`config.mk`:
```
export PLATFORM = sky130hd
export DESIGN_NAME = word_clock_time_encoder_unit_flat
export DESIGN_NICKNAME = d
export VERILOG_FILES = /design/src/rtl/wcte_pkg.sv /design/src/rtl/wcte_if.sv /design/src/rtl/word_clock_time_encoder_unit.sv /design/src/flat_wrapper.sv
export SDC_FILE = /design/constraint.sdc
export NUM_CORES = 1
export LEC_CHECK = 0
export BUFFER_PORTS_ARGS = -buffer_cell sky130_fd_sc_hd__buf_2
export CAP_MARGIN = 15
export CORE_ASPECT_RATIO = 1.25
export CORE_MARGIN = 2
export CORE_UTILIZATION = 58
export CTS_BUF_LIST = sky130_fd_sc_hd__clkbuf_4
export DETAILED_ROUTE_END_ITERATION = 10
export PLACE_DENSITY = 0.82
export SYNTH_ARGS = -nofsm -noshare
export SYNTH_HDL_FRONTEND = slang
export SYNTH_SLANG_ARGS = --single-unit
```
`constraint.sdc`:
```
create_clock -name clk -period 4.34 [get_ports clk]
set_input_delay 0.434 -clock clk [delete_from_list [all_inputs] [get_ports clk]]
set_output_delay 0.434 -clock clk [all_outputs]
set_load 0.02 [all_outputs]
```
`src/rtl/wcte_pkg.sv`:
```
// Types and constants shared by the word clock time encoder.
// No dependencies; compiled first.
package wcte_pkg;

  localparam int HOUR_W   = 5;
  localparam int MINUTE_W = 6;
  localparam int WORDS_W  = 10;
  localparam int HWORD_W  = 4;
  localparam int DOTS_W   = 3;
  localparam int CFG_IDX_W  = 2;
  localparam int CFG_DATA_W = 2;

  // Phrase word bit positions
  localparam int W_ESIST   = 0;
  localparam int W_UHR     = 1;
  localparam int W_FUENF   = 2;
  localparam int W_ZEHN    = 3;
  localparam int W_VIERTEL = 4;
  localparam int W_ZWANZIG = 5;
  localparam int W_DREIV   = 6;
  localparam int W_HALB    = 7;
  localparam int W_NACH    = 8;
  localparam int W_VOR     = 9;

  // Configuration register indexes
  localparam logic [CFG_IDX_W-1:0] CFG_REGION = 2'd0;
  localparam logic [CFG_IDX_W-1:0] CFG_IT_IS  = 2'd1;
  localparam logic [CFG_IDX_W-1:0] CFG_FADE   = 2'd2;

  // Region codes
  localparam logic [1:0] REGION_WEST  = 2'd0;
  localparam logic [1:0] REGION_RUHR  = 2'd1;
  localparam logic [1:0] REGION_EAST  = 2'd2;
  localparam logic [1:0] REGION_OTHER = 2'd3;

  // ES IST modes
  localparam logic [1:0] ITIS_OFF    = 2'd0;
  localparam logic [1:0] ITIS_ALWAYS = 2'd1;
  localparam logic [1:0] ITIS_HALF   = 2'd2;

  // Hour word codes for hour one
  localparam logic [HWORD_W-1:0] HW_EIN  = 4'd0;
  localparam logic [HWORD_W-1:0] HW_EINS = 4'd1;

  typedef struct packed {
    logic [1:0] region;
    logic [1:0] it_is_mode;
    logic       fade_enable;
  } cfg_t;

  localparam cfg_t CFG_RESET = '{region: REGION_WEST, it_is_mode: ITIS_ALWAYS,
                                 fade_enable: 1'b0};

endpackage

```
`src/rtl/wcte_if.sv`:
```
// Valid/ready channel interfaces of the word clock time encoder.
// Depends on wcte_pkg for field widths.
interface wcte_in_if import wcte_pkg::*; ();
  logic                valid;
  logic                ready;
  logic [HOUR_W-1:0]   hour;
  logic [MINUTE_W-1:0] minute;
  modport source(output valid, hour, minute, input ready);
  modport sink(input valid, hour, minute, output ready);
endinterface

interface wcte_out_if import wcte_pkg::*; ();
  logic               valid;
  logic               ready;
  logic [WORDS_W-1:0] phrase_words;
  logic [HWORD_W-1:0] hour_word;
  logic [DOTS_W-1:0]  minute_dots;
  logic               light_mode;
  modport source(output valid, phrase_words, hour_word, minute_dots, light_mode,
                 input ready);
  modport sink(input valid, phrase_words, hour_word, minute_dots, light_mode,
               output ready);
endinterface

interface wcte_cfg_if import wcte_pkg::*; ();
  logic                  valid;
  logic                  ready;
  logic [CFG_IDX_W-1:0]  index;
  logic [CFG_DATA_W-1:0] data;
  modport source(output valid, index, data, input ready);
  modport sink(input valid, index, data, output ready);
endinterface

```
`src/rtl/word_clock_time_encoder_unit.sv`:
```
// German word clock encoder: time of day in, lit words out.
// Depends on wcte_pkg and the channel interfaces in wcte_if.sv.
//
// One time request is taken every cycle while the sink does not stall the result; its
// result passes through the input register and then the result register,
// with the word decode between them. With the result held by the sink, one
// more request is still taken into the input register. Configuration writes
// are always ready and take effect on requests decoded afterwards.
module word_clock_time_encoder_unit import wcte_pkg::*; (
  input  logic        clk,
  input  logic        rst,
  wcte_in_if.sink     in_ch,
  wcte_out_if.source  out_ch,
  wcte_cfg_if.sink    cfg
);

  cfg_t cfg_reg;

  logic                s1_valid;
  logic [HOUR_W-1:0]   s1_hour;
  logic [MINUTE_W-1:0] s1_minute;

  logic               out_valid;
  logic [WORDS_W-1:0] out_words;
  logic [HWORD_W-1:0] out_hword;
  logic [DOTS_W-1:0]  out_dots;
  logic               out_light;

  logic advance;
  logic in_ready;

  logic [9:0]          prod;
  logic [3:0]          quot;
  logic [MINUTE_W-1:0] quot5;
  logic [MINUTE_W-1:0] rem_full;
  logic [3:0]          h12;
  logic [3:0]          h_adv;
  logic                hour_next;
  logic [WORDS_W-1:0]  words_next;
  logic [HWORD_W-1:0]  hword_next;

  assign cfg.ready = 1'b1;

  always_ff @(posedge clk) begin
    if (rst) begin
      cfg_reg <= CFG_RESET;
    end else if (cfg.valid && cfg.ready) begin
      unique case (cfg.index)
        CFG_REGION: cfg_reg.region      <= cfg.data;
        CFG_IT_IS:  cfg_reg.it_is_mode  <= cfg.data;
        CFG_FADE:   cfg_reg.fade_enable <= cfg.data[0];
        default: ;
      endcase
    end
  end

  assign advance     = !out_valid || out_ch.ready;
  assign in_ready    = !s1_valid || advance;
  assign in_ch.ready = in_ready;

  always_ff @(posedge clk) begin
    if (rst) begin
      s1_valid <= 1'b0;
    end else if (in_ready) begin
      s1_valid <= in_ch.valid;
    end
  end

  always_ff @(posedge clk) begin
    if (in_ch.valid && in_ready) begin
      s1_hour   <= in_ch.hour;
      s1_minute <= in_ch.minute;
    end
  end

  // minute / 5 as (minute * 13) >> 6, exact for minute < 64
  always_comb begin
    prod     = 10'(s1_minute) * 10'd13;
    quot     = prod[9:6];
    quot5    = {quot, 2'b00} + 6'(quot);
    rem_full = s1_minute - quot5;
  end

  always_comb begin
    if (s1_hour >= 5'd24) begin
      h12 = 4'(s1_hour - 5'd24);
    end else if (s1_hour >= 5'd12) begin
      h12 = 4'(s1_hour - 5'd12);
    end else begin
      h12 = s1_hour[3:0];
    end
    if (h12 == 4'd0) begin
      h12 = 4'd12;
    end
  end

  always_comb begin
    words_next = '0;
    if (cfg_reg.it_is_mode == ITIS_ALWAYS ||
        (cfg_reg.it_is_mode == ITIS_HALF && (quot == 4'd0 || quot == 4'd6))) begin
      words_next[W_ESIST] = 1'b1;
    end
    case (quot)
      4'd0: words_next[W_UHR] = 1'b1;
      4'd1: begin
        words_next[W_FUENF] = 1'b1;
        words_next[W_NACH]  = 1'b1;
      end
      4'd2: begin
        words_next[W_ZEHN] = 1'b1;
        words_next[W_NACH] = 1'b1;
      end
      4'd3: begin
        words_next[W_VIERTEL] = 1'b1;
        words_next[W_NACH]    = (cfg_reg.region != REGION_EAST);
      end
      4'd4: begin
        if (cfg_reg.region == REGION_RUHR) begin
          words_next[W_ZWANZIG] = 1'b1;
          words_next[W_NACH]    = 1'b1;
        end else begin
          words_next[W_ZEHN] = 1'b1;
          words_next[W_VOR]  = 1'b1;
          words_next[W_HALB] = 1'b1;
        end
      end
      4'd5: begin
        words_next[W_FUENF] = 1'b1;
        words_next[W_VOR]   = 1'b1;
        words_next[W_HALB]  = 1'b1;
      end
      4'd6: words_next[W_HALB] = 1'b1;
      4'd7: begin
        words_next[W_FUENF] = 1'b1;
        words_next[W_NACH]  = 1'b1;
        words_next[W_HALB]  = 1'b1;
      end
      4'd8: begin
        if (cfg_reg.region == REGION_RUHR) begin
          words_next[W_ZWANZIG] = 1'b1;
          words_next[W_VOR]     = 1'b1;
        end else begin
          words_next[W_ZEHN] = 1'b1;
          words_next[W_NACH] = 1'b1;
          words_next[W_HALB] = 1'b1;
        end
      end
      4'd9: begin
        if (cfg_reg.region == REGION_EAST) begin
          words_next[W_DREIV] = 1'b1;
        end else begin
          words_next[W_VIERTEL] = 1'b1;
          words_next[W_VOR]     = 1'b1;
        end
      end
      4'd10: begin
        words_next[W_ZEHN] = 1'b1;
        words_next[W_VOR]  = 1'b1;
      end
      4'd11: begin
        words_next[W_FUENF] = 1'b1;
        words_next[W_VOR]   = 1'b1;
      end
      default: ;  // minute 60 and up lights no minute words
    endcase
  end

  // Next hour is named from a region-dependent minute on
  always_comb begin
    case (cfg_reg.region)
      REGION_WEST: hour_next = (quot >= 4'd4);
      REGION_RUHR: hour_next = (quot >= 4'd5);
      REGION_EAST: hour_next = (quot >= 4'd3);
      default:     hour_next = 1'b0;
    endcase
    if (hour_next) begin
      h_adv = (h12 == 4'd12) ? 4'd1 : h12 + 4'd1;
    end else begin
      h_adv = h12;
    end
    if (h_adv == 4'd1) begin
      hword_next = (quot == 4'd0) ? HW_EIN : HW_EINS;
    end else begin
      hword_next = h_adv;
    end
  end

  always_ff @(posedge clk) begin
    if (rst) begin
      out_valid <= 1'b0;
    end else if (advance) begin
      out_valid <= s1_valid;
    end
  end

  always_ff @(posedge clk) begin
    if (advance && s1_valid) begin
      out_words <= words_next;
      out_hword <= hword_next;
      out_dots  <= rem_full[DOTS_W-1:0];
      out_light <= ~cfg_reg.fade_enable;
    end
  end

  assign out_ch.valid        = out_valid;
  assign out_ch.phrase_words = out_words;
  assign out_ch.hour_word    = out_hword;
  assign out_ch.minute_dots  = out_dots;
  assign out_ch.light_mode   = out_light;

endmodule

```
`src/flat_wrapper.sv`:
```
// flat-port wrapper written by rule: the top's interface ports become plain ports
module word_clock_time_encoder_unit_flat import wcte_pkg::*;
  (clk, rst, in_ch_valid, in_ch_hour, in_ch_minute, in_ch_ready, out_ch_valid, out_ch_phrase_words, out_ch_hour_word, out_ch_minute_dots, out_ch_light_mode, out_ch_ready, cfg_valid, cfg_index, cfg_data, cfg_ready);
  wcte_in_if in_ch_i ();
  wcte_out_if out_ch_i ();
  wcte_cfg_if cfg_i ();
  input  logic clk;
  input  logic rst;
  input wire logic [$bits(in_ch_i.valid)-1:0] in_ch_valid;
  input wire logic [$bits(in_ch_i.hour)-1:0] in_ch_hour;
  input wire logic [$bits(in_ch_i.minute)-1:0] in_ch_minute;
  output wire logic [$bits(in_ch_i.ready)-1:0] in_ch_ready;
  output wire logic [$bits(out_ch_i.valid)-1:0] out_ch_valid;
  output wire logic [$bits(out_ch_i.phrase_words)-1:0] out_ch_phrase_words;
  output wire logic [$bits(out_ch_i.hour_word)-1:0] out_ch_hour_word;
  output wire logic [$bits(out_ch_i.minute_dots)-1:0] out_ch_minute_dots;
  output wire logic [$bits(out_ch_i.light_mode)-1:0] out_ch_light_mode;
  input wire logic [$bits(out_ch_i.ready)-1:0] out_ch_ready;
  input wire logic [$bits(cfg_i.valid)-1:0] cfg_valid;
  input wire logic [$bits(cfg_i.index)-1:0] cfg_index;
  input wire logic [$bits(cfg_i.data)-1:0] cfg_data;
  output wire logic [$bits(cfg_i.ready)-1:0] cfg_ready;
  assign in_ch_i.valid = in_ch_valid;
  assign in_ch_i.hour = in_ch_hour;
  assign in_ch_i.minute = in_ch_minute;
  assign in_ch_ready = in_ch_i.ready;
  assign out_ch_valid = out_ch_i.valid;
  assign out_ch_phrase_words = out_ch_i.phrase_words;
  assign out_ch_hour_word = out_ch_i.hour_word;
  assign out_ch_minute_dots = out_ch_i.minute_dots;
  assign out_ch_light_mode = out_ch_i.light_mode;
  assign out_ch_i.ready = out_ch_ready;
  assign cfg_i.valid = cfg_valid;
  assign cfg_i.index = cfg_index;
  assign cfg_i.data = cfg_data;
  assign cfg_ready = cfg_i.ready;
  word_clock_time_encoder_unit u_core (.clk(clk), .rst(rst), .in_ch(in_ch_i), .out_ch(out_ch_i), .cfg(cfg_i));
endmodule
```
==> metrics.txt <==
# TYPE chip_impl_metric gauge
chip_impl_info{name="status",value="finished clean"} 1
chip_impl_metric{name="ys_ff_latch",unit=""} 36
chip_impl_metric{name="synthDistinctLibCells",unit=""} 54
chip_impl_info{name="setup.worst_path.class",value="flip-flop to flip-flop"} 1
chip_impl_metric{name="tritoncts.num_buffers",unit=""} 5
chip_impl_info{name="worstPathCellList",value="ha_1 -> fa_1 -> ha_1 -> nand4_1 -> a21oi_1 -> xnor2_2 -> inv_2 -> ha_1 -> inv_1 -> ha_1 -> nor2_1 -> fa_1 -> xnor2_1 -> xnor2_1 -> xnor2_1"} 1
chip_impl_metric{name="cp.depth",unit=""} 15
chip_impl_metric{name="synth.net_count",unit=""} 280
chip_impl_metric{name="max_cap_violations",unit=""} 0
chip_impl_metric{name="clock_tree.buffer_depth",unit=""} 2
chip_impl_metric{name="route.detailed.wl_per_inst",unit="um"} 12.8
chip_impl_info{name="critPathLaunchType",value="flip-flop"} 1
chip_impl_metric{name="synth-simple-area-share",unit="%"} 16.8
chip_impl_metric{name="synthCells",unit=""} 237
chip_impl_metric{name="first_global_vias",unit=""} 1696
chip_impl_metric{name="grt_start_max_net_pins",unit=""} 19
chip_impl_metric{name="post-synth-top-area-fraction",unit="%"} 36.4
chip_impl_metric{name="antenna_found_initial",unit=""} 0
chip_impl_info{name="hold_path.class",value="input pin to flip-flop"} 1
chip_impl_metric{name="cp_data_required_time",unit="ns"} 4.41
chip_impl_metric{name="h-tree-depth",unit=""} 2
chip_impl_metric{name="synth_enable_flop_cells",unit=""} 29
chip_impl_metric{name="drt_pass1_iterations",unit=""} 4
chip_impl_info{name="cell_repeated_most_along_the_worst_path",value="sky130_fd_sc_hd__ha_1"} 1
chip_impl_metric{name="clkSlewWorstSetupHoldPaths",unit="ns"} 0.11
chip_impl_metric{name="place_congestion",unit=""} 0.971
chip_impl_metric{name="maxSlewViolCount",unit=""} 0
chip_impl_metric{name="dp_hpwl",unit="mm"} 3.24
chip_impl_metric{name="final.period_utilization",unit="%"} 92.7
chip_impl_metric{name="fin_skew",unit="ns"} 0.0108
chip_impl_metric{name="cellPowerDensity",unit="nW/um^2"} 410
chip_impl_metric{name="critical_path.n_buffers_inverters",unit=""} 2
chip_impl_info{name="gate_family_responsible_for_the_most_delay_along_the_worst_path",value="adder cells"} 1
chip_impl_metric{name="fp.dieH",unit="um"} 75.8
chip_impl_metric{name="via_count",unit=""} 1826
chip_impl_info{name="synth_top_family_by_area",value="simple AND/OR/NAND/NOR gates"} 1
chip_impl_metric{name="synthAdderAreaFrac",unit="%"} 13.4
chip_impl_info{name="layout_common_cells",value="sky130_fd_sc_hd__buf_2, sky130_fd_sc_hd__edfxtp_1, sky130_fd_sc_hd__nor2_1, sky130_fd_sc_hd__ha_1"} 1
chip_impl_metric{name="clkSinkCount",unit=""} 36
chip_impl_metric{name="sequential_to_total_area_share_from_yosys_stat",unit="%"} 42.2
chip_impl_info{name="worst_setup_path_end_kind",value="flip-flop"} 1
chip_impl_metric{name="synth.cell_area",unit="um^2"} 2390
chip_impl_metric{name="dieArea",unit="um^2"} 4660
chip_impl_metric{name="worst_tran_pin_value",unit="ns"} 0.862
chip_impl_metric{name="synth_area_per_cell",unit="um^2"} 10.1
chip_impl_metric{name="setup-violations-final",unit=""} 0
chip_impl_metric{name="hold_viol_final",unit=""} 0
chip_impl_metric{name="finalPower",unit="mW"} 1.11
chip_impl_metric{name="timing.critical_path.arrival",unit="ns"} 4.10
chip_impl_info{name="critical-path-slowest-cell",value="sky130_fd_sc_hd__edfxtp_1"} 1
chip_impl_metric{name="worstRegToRegCells",unit=""} 15
chip_impl_info{name="rsz0062_at_grt",value="no"} 1
chip_impl_metric{name="first_iter_violations",unit=""} 106
chip_impl_metric{name="wire_length_of_the_first_global_routing_pass",unit="mm"} 6.93
chip_impl_metric{name="top_level_ports",unit=""} 41
chip_impl_info{name="leading_cell_types_by_total_area_after_synthesis",value="sky130_fd_sc_hd__edfxtp_1, sky130_fd_sc_hd__ha_1, sky130_fd_sc_hd__dfxtp_1"} 1
chip_impl_metric{name="worstSkewPairLatency",unit="ns"} 0.34
chip_impl_metric{name="die_x",unit="um"} 61.5
chip_impl_metric{name="summed_negative_setup_slack_over_all_endpoints",unit="ns"} 0
chip_impl_metric{name="max_freq",unit="MHz"} 248
chip_impl_info{name="layout_commonest_cell",value="sky130_fd_sc_hd__buf_2"} 1
chip_impl_metric{name="start_util",unit="%"} 59.4
chip_impl_metric{name="core_area",unit="um^2"} 4030
chip_impl_metric{name="detail_route.vias_per_cell",unit=""} 5.52
chip_impl_metric{name="peakVddDrop",unit="uV"} 232
chip_impl_metric{name="critical_path_peak_fanout",unit=""} 9
chip_impl_metric{name="largest_register_ff_count",unit=""} 10
chip_impl_metric{name="buffer_ports.inserted",unit=""} 39
chip_impl_metric{name="grt_use_total",unit="%"} 20.0
chip_impl_info{name="tritoncts",value="yes"} 1
chip_impl_metric{name="rows",unit=""} 26
chip_impl_metric{name="area_growth",unit="%"} 12.7
chip_impl_info{name="postSynth.topFlopCell",value="sky130_fd_sc_hd__edfxtp_1"} 1
chip_impl_metric{name="final_antenna_net_count",unit=""} 0
chip_impl_metric{name="synth_compound_gate_area_share",unit="%"} 12.4
chip_impl_metric{name="leakagePower",unit="nW"} 1.15
chip_impl_metric{name="yosys.area_share.xor_xnor",unit="%"} 4.39
chip_impl_metric{name="post-cts-setup-buffer-count",unit=""} 0
chip_impl_metric{name="finalNetCount",unit=""} 317
chip_impl_metric{name="async_reset_ff_share",unit="%"} 0
chip_impl_metric{name="drc_errors",unit=""} 0
chip_impl_metric{name="num_antenna_cells",unit=""} 0
chip_impl_metric{name="globalRouteOverflowTotal",unit=""} 0
chip_impl_metric{name="critical_path.max_stage_delay",unit="ns"} 0.50
chip_impl_metric{name="totalWireLength",unit="mm"} 4.24
chip_impl_metric{name="min_path_cells",unit=""} 1
chip_impl_metric{name="slew-limit-headroom",unit="%"} 42.1
chip_impl_metric{name="post_route_cells_drive_above_1_share",unit="%"} 21.5
chip_impl_metric{name="final_critical_path_time_including_i_o_delays_and_setup",unit="ns"} 4.02
chip_impl_metric{name="yosys_warnings",unit=""} 0
chip_impl_info{name="cts_root_buffer",value="sky130_fd_sc_hd__clkbuf_4"} 1
chip_impl_metric{name="synth_mux_area_share",unit="%"} 5.38
chip_impl_info{name="synth_top_area_cell",value="sky130_fd_sc_hd__edfxtp_1"} 1
power breakdown:
group | total [mW] | switching, mW | internal, mW
combinational | 0.430 | 0.254 | 0.176
sequential | 0.442 | 0.0155 | 0.427
clock | 0.235 | 0.108 | 0.127
per-stage QoR:
step	utilization, %	hold WS, ns	worst slack (ns)	std cells	cell area [um^2]
after floorplan	-	0.427	0.605	237	2390
after global placement	64.8	0.439	0.478	323	2610
after detailed placement	64.8	0.446	0.310	323	2610
after CTS	66.7	0.247	0.266	331	2690
after global routing	66.9	0.238	0.0595	331	2700
final	66.9	0.262	0.316	331	2700
final timing paths:
path	from	to	slack, ns
setup / recovery	u_core.s1_minute[1]$_DFFE_PP_	u_core.out_ch.minute_dots[2]$_DFFE_PP_	0.32
hold / removal	in_ch_minute[0]	u_core.s1_minute[0]$_DFFE_PP_	0.26
setup reg to reg	u_core.s1_minute[1]$_DFFE_PP_	u_core.out_ch.minute_dots[2]$_DFFE_PP_	0.32
hold reg to reg	u_core.cfg_reg[0]$_SDFFE_PP0P_	u_core.out_ch.light_mode$_DFFE_PP_	0.48
what timing repair did:
action / 4_1_cts / 5_1_grt
resized for setup: 0 / 1
setup endpoints to repair: 0 / 1
hold buffers: 0 / 0
synth_stat cells (2+ instances only):
cell	number
sky130_fd_sc_hd__and2_1	2
sky130_fd_sc_hd__xnor2_1	8
sky130_fd_sc_hd__nand3b_1	5
sky130_fd_sc_hd__nand2b_1	4
sky130_fd_sc_hd__o21a_1	4
sky130_fd_sc_hd__xor2_1	4
sky130_fd_sc_hd__o21ai_1	2
sky130_fd_sc_hd__nor2_1	27
sky130_fd_sc_hd__buf_4	2
sky130_fd_sc_hd__nor2b_1	3
sky130_fd_sc_hd__o22ai_1	2
sky130_fd_sc_hd__ha_1	20
sky130_fd_sc_hd__nand4_1	2
sky130_fd_sc_hd__fa_1	3
sky130_fd_sc_hd__o221ai_1	3
sky130_fd_sc_hd__nand2_1	18
sky130_fd_sc_hd__clkbuf_1	4
sky130_fd_sc_hd__dfxtp_1	7
sky130_fd_sc_hd__edfxtp_1	29
sky130_fd_sc_hd__buf_2	2
sky130_fd_sc_hd__mux2i_1	8
sky130_fd_sc_hd__inv_1	18
sky130_fd_sc_hd__nor3_1	4
sky130_fd_sc_hd__nor4_1	3
sky130_fd_sc_hd__a21oi_1	8
sky130_fd_sc_hd__o21ai_0	9
sky130_fd_sc_hd__nand3_1	6
sky130_fd_sc_hd__o31ai_1	4
logic make-up after synthesis:
kind of cell / Yosys count
DFF: 36
and+or+nand+nor: 81
xor gates and xnor gates: 12
muxes: 11
AOI/OAI and AO/OA: 43
other: 1
buffers and inverters: 29
adders and majority gates: 24
layer usage:
| layer | GRT usage [%] | vias to the layer above | wire length (um) |
|---|---|---|---|
| met1 | 22.6 | 837 | 1770 |
| met5 | 0 | - | 0 |
| met2 | 35.0 | 53 | 2170 |
| met3 | 4.41 | 11 | 197 |
| met4 | 9.69 | 0 | 104 |
| li1 | - | 925 | - |
worst register-to-register path, stage by stage (launching register included):
cell and delay, ns:
sky130_fd_sc_hd__edfxtp_1 0.50, sky130_fd_sc_hd__ha_1 0.36, sky130_fd_sc_hd__fa_1 0.48, sky130_fd_sc_hd__ha_1 0.31, sky130_fd_sc_hd__nand4_1 0.13, sky130_fd_sc_hd__a21oi_1 0.32, sky130_fd_sc_hd__xnor2_2 0.18, sky130_fd_sc_hd__inv_2 0.13
sky130_fd_sc_hd__ha_1 0.32, sky130_fd_sc_hd__inv_1 0.06, sky130_fd_sc_hd__ha_1 0.13, sky130_fd_sc_hd__nor2_1 0.05, sky130_fd_sc_hd__fa_1 0.37, sky130_fd_sc_hd__xnor2_1 0.14, sky130_fd_sc_hd__xnor2_1 0.14, sky130_fd_sc_hd__xnor2_1 0.13
final cells by class:
| cell class | instances | area (um^2) |
|---|---|---|
| flip-flops and latches | 36 | 1010 |
| clock buffers | 6 | 45.0 |
| repair buffers | 40 | 203 |
| multi-input cells | 172 | 1260 |
| fillers | 360 | 1330 |
| well taps | 56 | 70.1 |
| inverters | 19 | 71.3 |
| clock inverters | 2 | 35.0 |
(Power assumes the default switching activity.)
